$ cat config.mk
export PLATFORM = sky130hd
export DESIGN_NAME = pvolf_ram
export DESIGN_NICKNAME = d
export VERILOG_FILES = /design/src/pvolf_ram.sv
export SDC_FILE = /design/constraint.sdc
export NUM_CORES = 1
export LEC_CHECK = 0
export BUFFER_PORTS_ARGS = -buffer_cell sky130_fd_sc_hd__clkbuf_2
export CORE_MARGIN = 2
export CORE_UTILIZATION = 51
export CTS_BUF_LIST = sky130_fd_sc_hd__clkbuf_16
export CTS_CLUSTER_SIZE = 14
export DETAILED_ROUTE_END_ITERATION = 8
export PLACE_DENSITY = 0.68
export SYNTH_ARGS = -nofsm -noshare
export SYNTH_HDL_FRONTEND = slang
export SYNTH_SLANG_ARGS = --single-unit
$ cat constraint.sdc
create_clock -name clock -period 4.3 [get_ports clock]
set_clock_uncertainty 0.1 [all_clocks]
set_input_delay 0.86 -clock clock [delete_from_list [all_inputs] [get_ports clock]]
set_output_delay 0.86 -clock clock [all_outputs]
set_load 0.05 [all_outputs]
$ cat src/pvolf_ram.sv
// ----------------------------------------------------------------------------
// pvolf_ram
// Generic single-write, single-read RAM with registered read data.
// ----------------------------------------------------------------------------
module pvolf_ram #(
   parameter int unsigned WIDTH = 8,
   parameter int unsigned DEPTH = 16
) (
   input  logic                     clock,
   input  logic                     wr_en,
   input  logic [$clog2(DEPTH)-1:0] wr_addr,
   input  logic [WIDTH-1:0]         wr_data,
   input  logic [$clog2(DEPTH)-1:0] rd_addr,
   output logic [WIDTH-1:0]         rd_data
);

   logic [WIDTH-1:0] mem_ff [DEPTH];
   logic [WIDTH-1:0] rd_data_ff;

   always_ff @(posedge clock) begin
      if (wr_en) begin
         mem_ff[wr_addr] <= wr_data;
      end
      rd_data_ff <= mem_ff[rd_addr];
   end

   assign rd_data = rd_data_ff;

endmodule

Word-level counts from Yosys, hierarchy flattened
Memory sizes are Yosys's and may differ from the RTL's. A register that Yosys moved wholly into a read port is not among the register bits. Index checks and enable logic that the tools add are counted.

Muxes and demuxes: 2.

Operator list (count): 1-bit two-way mux (2).

Flip-flop bits (word level): 0. Output and inout bits: 8. Memories kept: 1. Memory bits (writable): 128.

Memories: mem_ff (depth 16, width 8, read ports 1, clocked after memory_dff 1, wr ports 1, line 17) `logic [WIDTH-1:0] mem_ff [DEPTH];`.

Logic depth before layout (Yosys ltp)
Word-level depth: 2. Gate-level depth with buffers: 5. Gate-level depth less buffers: 3.

Worst setup path before layout
OpenSTA, ideal clock, no wires.

Kind: input port to flip-flop. From: input wr_addr[2]. To: memory mem_ff[0][0] (enable). Required time: 3817 ps. Cell stages on the path: 2. Data arrival time: 1970 ps. Setup time: 383 ps. Slack: 1847 ps. Buffers on the path: 0. Cells stage by stage: or3b_2 -> nor3_1.

RTL lines: start, declared (line 11) `input logic [$clog2(DEPTH)-1:0] wr_addr,`; end, declared (line 17).

No word-level cell before the write port.

==> impl_metrics.tcl <==
set metrics [dict create \
    dr.pass1.iters 4 \
    crit_type "input pin to register" \
    slew_violations 0 \
    design.die.area_um2 10900 \
    period_share 0.554 \
    cts-root-buf "clkbuf_16" \
    antenna_cells 0 \
    slew_headroom 0.318 \
    placed_cells 380 \
    avgRoutedWirePerCell_um 23.8 \
    core_um2 9770 \
    timing.rr.start "mem_ff[2][0]$_DFFE_PP_" \
    vias 2364 \
    endpoint "rd_data[0]$_DFF_P_" \
    antenna_found_initial 0 \
    cts_buffers 17 \
    setup_violations 0 \
    synth_top_area_share 0.747 \
    synth_cell_types 19 \
    cts.clk_slew.worst_paths_ns 0.06 \
    r2r_slack_ns 2.78 \
    crit_buf_inv 2 \
    dieWidth_um 104 \
    grt_usage 0.199 \
    vias_per_cell 5.74 \
    total_power_w 0.00341 \
    regArea_um2 4000 \
    fin_cells 412 \
    crit_cells 5 \
    intPower_w 0.00275 \
    synth_area_leaders "edfxtp_1, mux4_2, mux4_1" \
    yosys_warnings 0 \
    cts_hold_buf 0 \
    p_sw_w 0.000660 \
    drt_iter0_drc 205 \
    cp_max_fo 29 \
    outcome "finished, final reports clean" \
    ys.flop_type "edfxtp_1" \
    cp.required_ns 4.48 \
    rows 36 \
    hp-class "register to register" \
    grt_pass1_wl_um 15200 \
    initial_core_util 0.527 \
    worstPathArrival_ns 2.57 \
    syn_nets 247 \
    cts_tree "done" \
    cp_cell_sequence "clkbuf_2 > buf_4 > mux4_1 > a22oi_1 > nand2_1" \
    fin_crit_ns 2.38 \
    port_buffers 25 \
    async_flop_share 0 \
    pwr-share-comb 0.047 \
    detail-route-antenna-nets 0 \
    path_delay_family "buffers and inverters" \
    cp_slowest_cell "mux4_1" \
    final-hold-violation-count 0 \
    hpwlAfterDp_um 5690 \
    cts_resized 0 \
    rr_endpoint "rd_data[0]$_DFF_P_" \
    yosys-top-cells-count "edfxtp_1, mux4_2, a22oi_1, mux4_1, nor2_1" \
    critPathCaptureType "register" \
    globalplace.congestion 0.708 \
    critPathLaunchType "input pin" \
    cp-startpoint "rd_addr[0]" \
    synth-seq-cells 136 \
    synth_area_um2 5150 \
    seqPwrFrac 0.438 \
    clk_latency_ns 0.41 \
    cap_violations 0 \
    grt_overflow_total 0 \
    drc 0 \
    final_nets 284 \
    ir_drop_v 0.000332 \
    post_cts_buffers 0 \
    drive_gt1_frac 0.290 \
    first_global_vias 2422 \
    synth_most_common_cell "edfxtp_1" \
    synth_edf_count 128 \
    cts_buffer_depth 2 \
    clkPwrFrac 0.515 \
    yosysSeqAreaShare 0.778 \
    rsz0062_at_grt "no" \
    htreeDepth 4 \
    drt_wl_total_um 9800 \
    p_leak_nw 2.06 \
    fillerInstances 673 \
    clock.fmax_mhz 420 \
    area_growth_pct 18.6 \
    grt_max_degree 33 \
    postSynthAreaPerCell_um2 22.5 \
    r2r_cells 3 \
    multi_input_area_um2 1070 \
    die_h_um 104 \
    synth_top_cell_by_area "edfxtp_1" \
    utilization 0.625 \
    fin_setup_tns_ns 0 \
    p_sw_frac 0.194 \
    tightest_slew_ns 1.02 \
    io_pins 26 \
    syn_inst 229 \
    powerDensity_nw_per_um2 558 \
    slowest_delay_ns 0.63 \
    cts.sinks 136 \
]
area by class of cell:
type,instances,area share
clock buffer,17,0.0697
multi-input combinational,83,0.175
clock inverter,15,0.0484
tap,133,0.0273
sequential,136,0.656
timing repair buffer,28,0.0242
through the flow:
step,hold WS (ns),cell area (µm²),worst slack (ns)
global placement,0.551,5390,1.51
detailed placement,0.566,5390,1.48
floorplan,0.529,5150,1.85
finish,0.576,6110,1.92
CTS,0.586,6110,1.90
global route,0.608,6110,1.80
worst register-to-register path, delay by kind of cell (launching register included):
| kind | cells | cell delay, ns |
|---|---|---|
| mux | 1 | 0.50 |
| flops | 1 | 0.35 |
| compound gates | 1 | 0.33 |
| simple gates | 1 | 0.11 |
power by group through the flow:
stage,Combinational [W],Sequential (W),Clock [W]
finish,0.000159,0.00149,0.00175
global route,0.000172,0.00149,0.00184
CTS,0.000161,0.00149,0.00177
detailed placement,0.000160,0.00152,0
global placement,0.000158,0.00152,0
floorplan,0.0000752,0.00155,0
state kept, by name, indices dropped and copies added (netlist names):
| name | flops |
|---|---|
| mem_ff | 128 |
| rd_data | 8 |
cells by family (layout without fill, tap and decap cells):
group                  after synthesis  after routing  synth area share
DFF                                136            136             0.778
AOI/OAI and AO/OA                   16             16            0.0233
muxes                               32             32             0.150
and+or+nand+nor                     35             35            0.0318
buffers and inverters               10             60            0.0168
layout by cell type, fill, tap and decap left out:
cell / n
clkinv_2: 1
nor2b_1: 1
and2b_1: 1
nor3_1: 2
and2_1: 1
inv_6: 3
or3b_2: 1
buf_4: 3
mux4_2: 18
nand2b_1: 2
bufinv_16: 8
nor2_1: 13
nand3_1: 1
nand2_1: 9
mux4_1: 14
clkbuf_2: 25
a22oi_1: 16
nor3_2: 2
clkinvlp_4: 2
clkbuf_16: 17
dfxtp_1: 8
clkinv_4: 1
edfxtp_1: 128
nand3b_1: 2
layer usage:
metal / share of wire / track usage / wire, µm
met1: 0.45 / 0.300 / 4410
met2: 0.47 / 0.285 / 4620
met3: 0.070 / 0.0489 / 684
met4: 0.0099 / 0.0753 / 97
met5: 0 / 0 / 0
worst min-delay path by stage:
stage | startpoint | slack [ns] | endpoint | depth (start not counted)
after floorplan | mem_ff[7][0]$_DFFE_PP_ | 0.53 | rd_data[0]$_DFF_P_ | 3
after detailed placement | mem_ff[11][1]$_DFFE_PP_ | 0.57 | rd_data[1]$_DFF_P_ | 3
after global routing | mem_ff[8][5]$_DFFE_PP_ | 0.61 | rd_data[5]$_DFF_P_ | 3
after global placement | mem_ff[11][5]$_DFFE_PP_ | 0.55 | rd_data[5]$_DFF_P_ | 3
final | mem_ff[15][5]$_DFFE_PP_ | 0.58 | rd_data[5]$_DFF_P_ | 3
after CTS | mem_ff[14][2]$_DFFE_PP_ | 0.59 | rd_data[2]$_DFF_P_ | 3
Power figures use the tool's default switching activity.
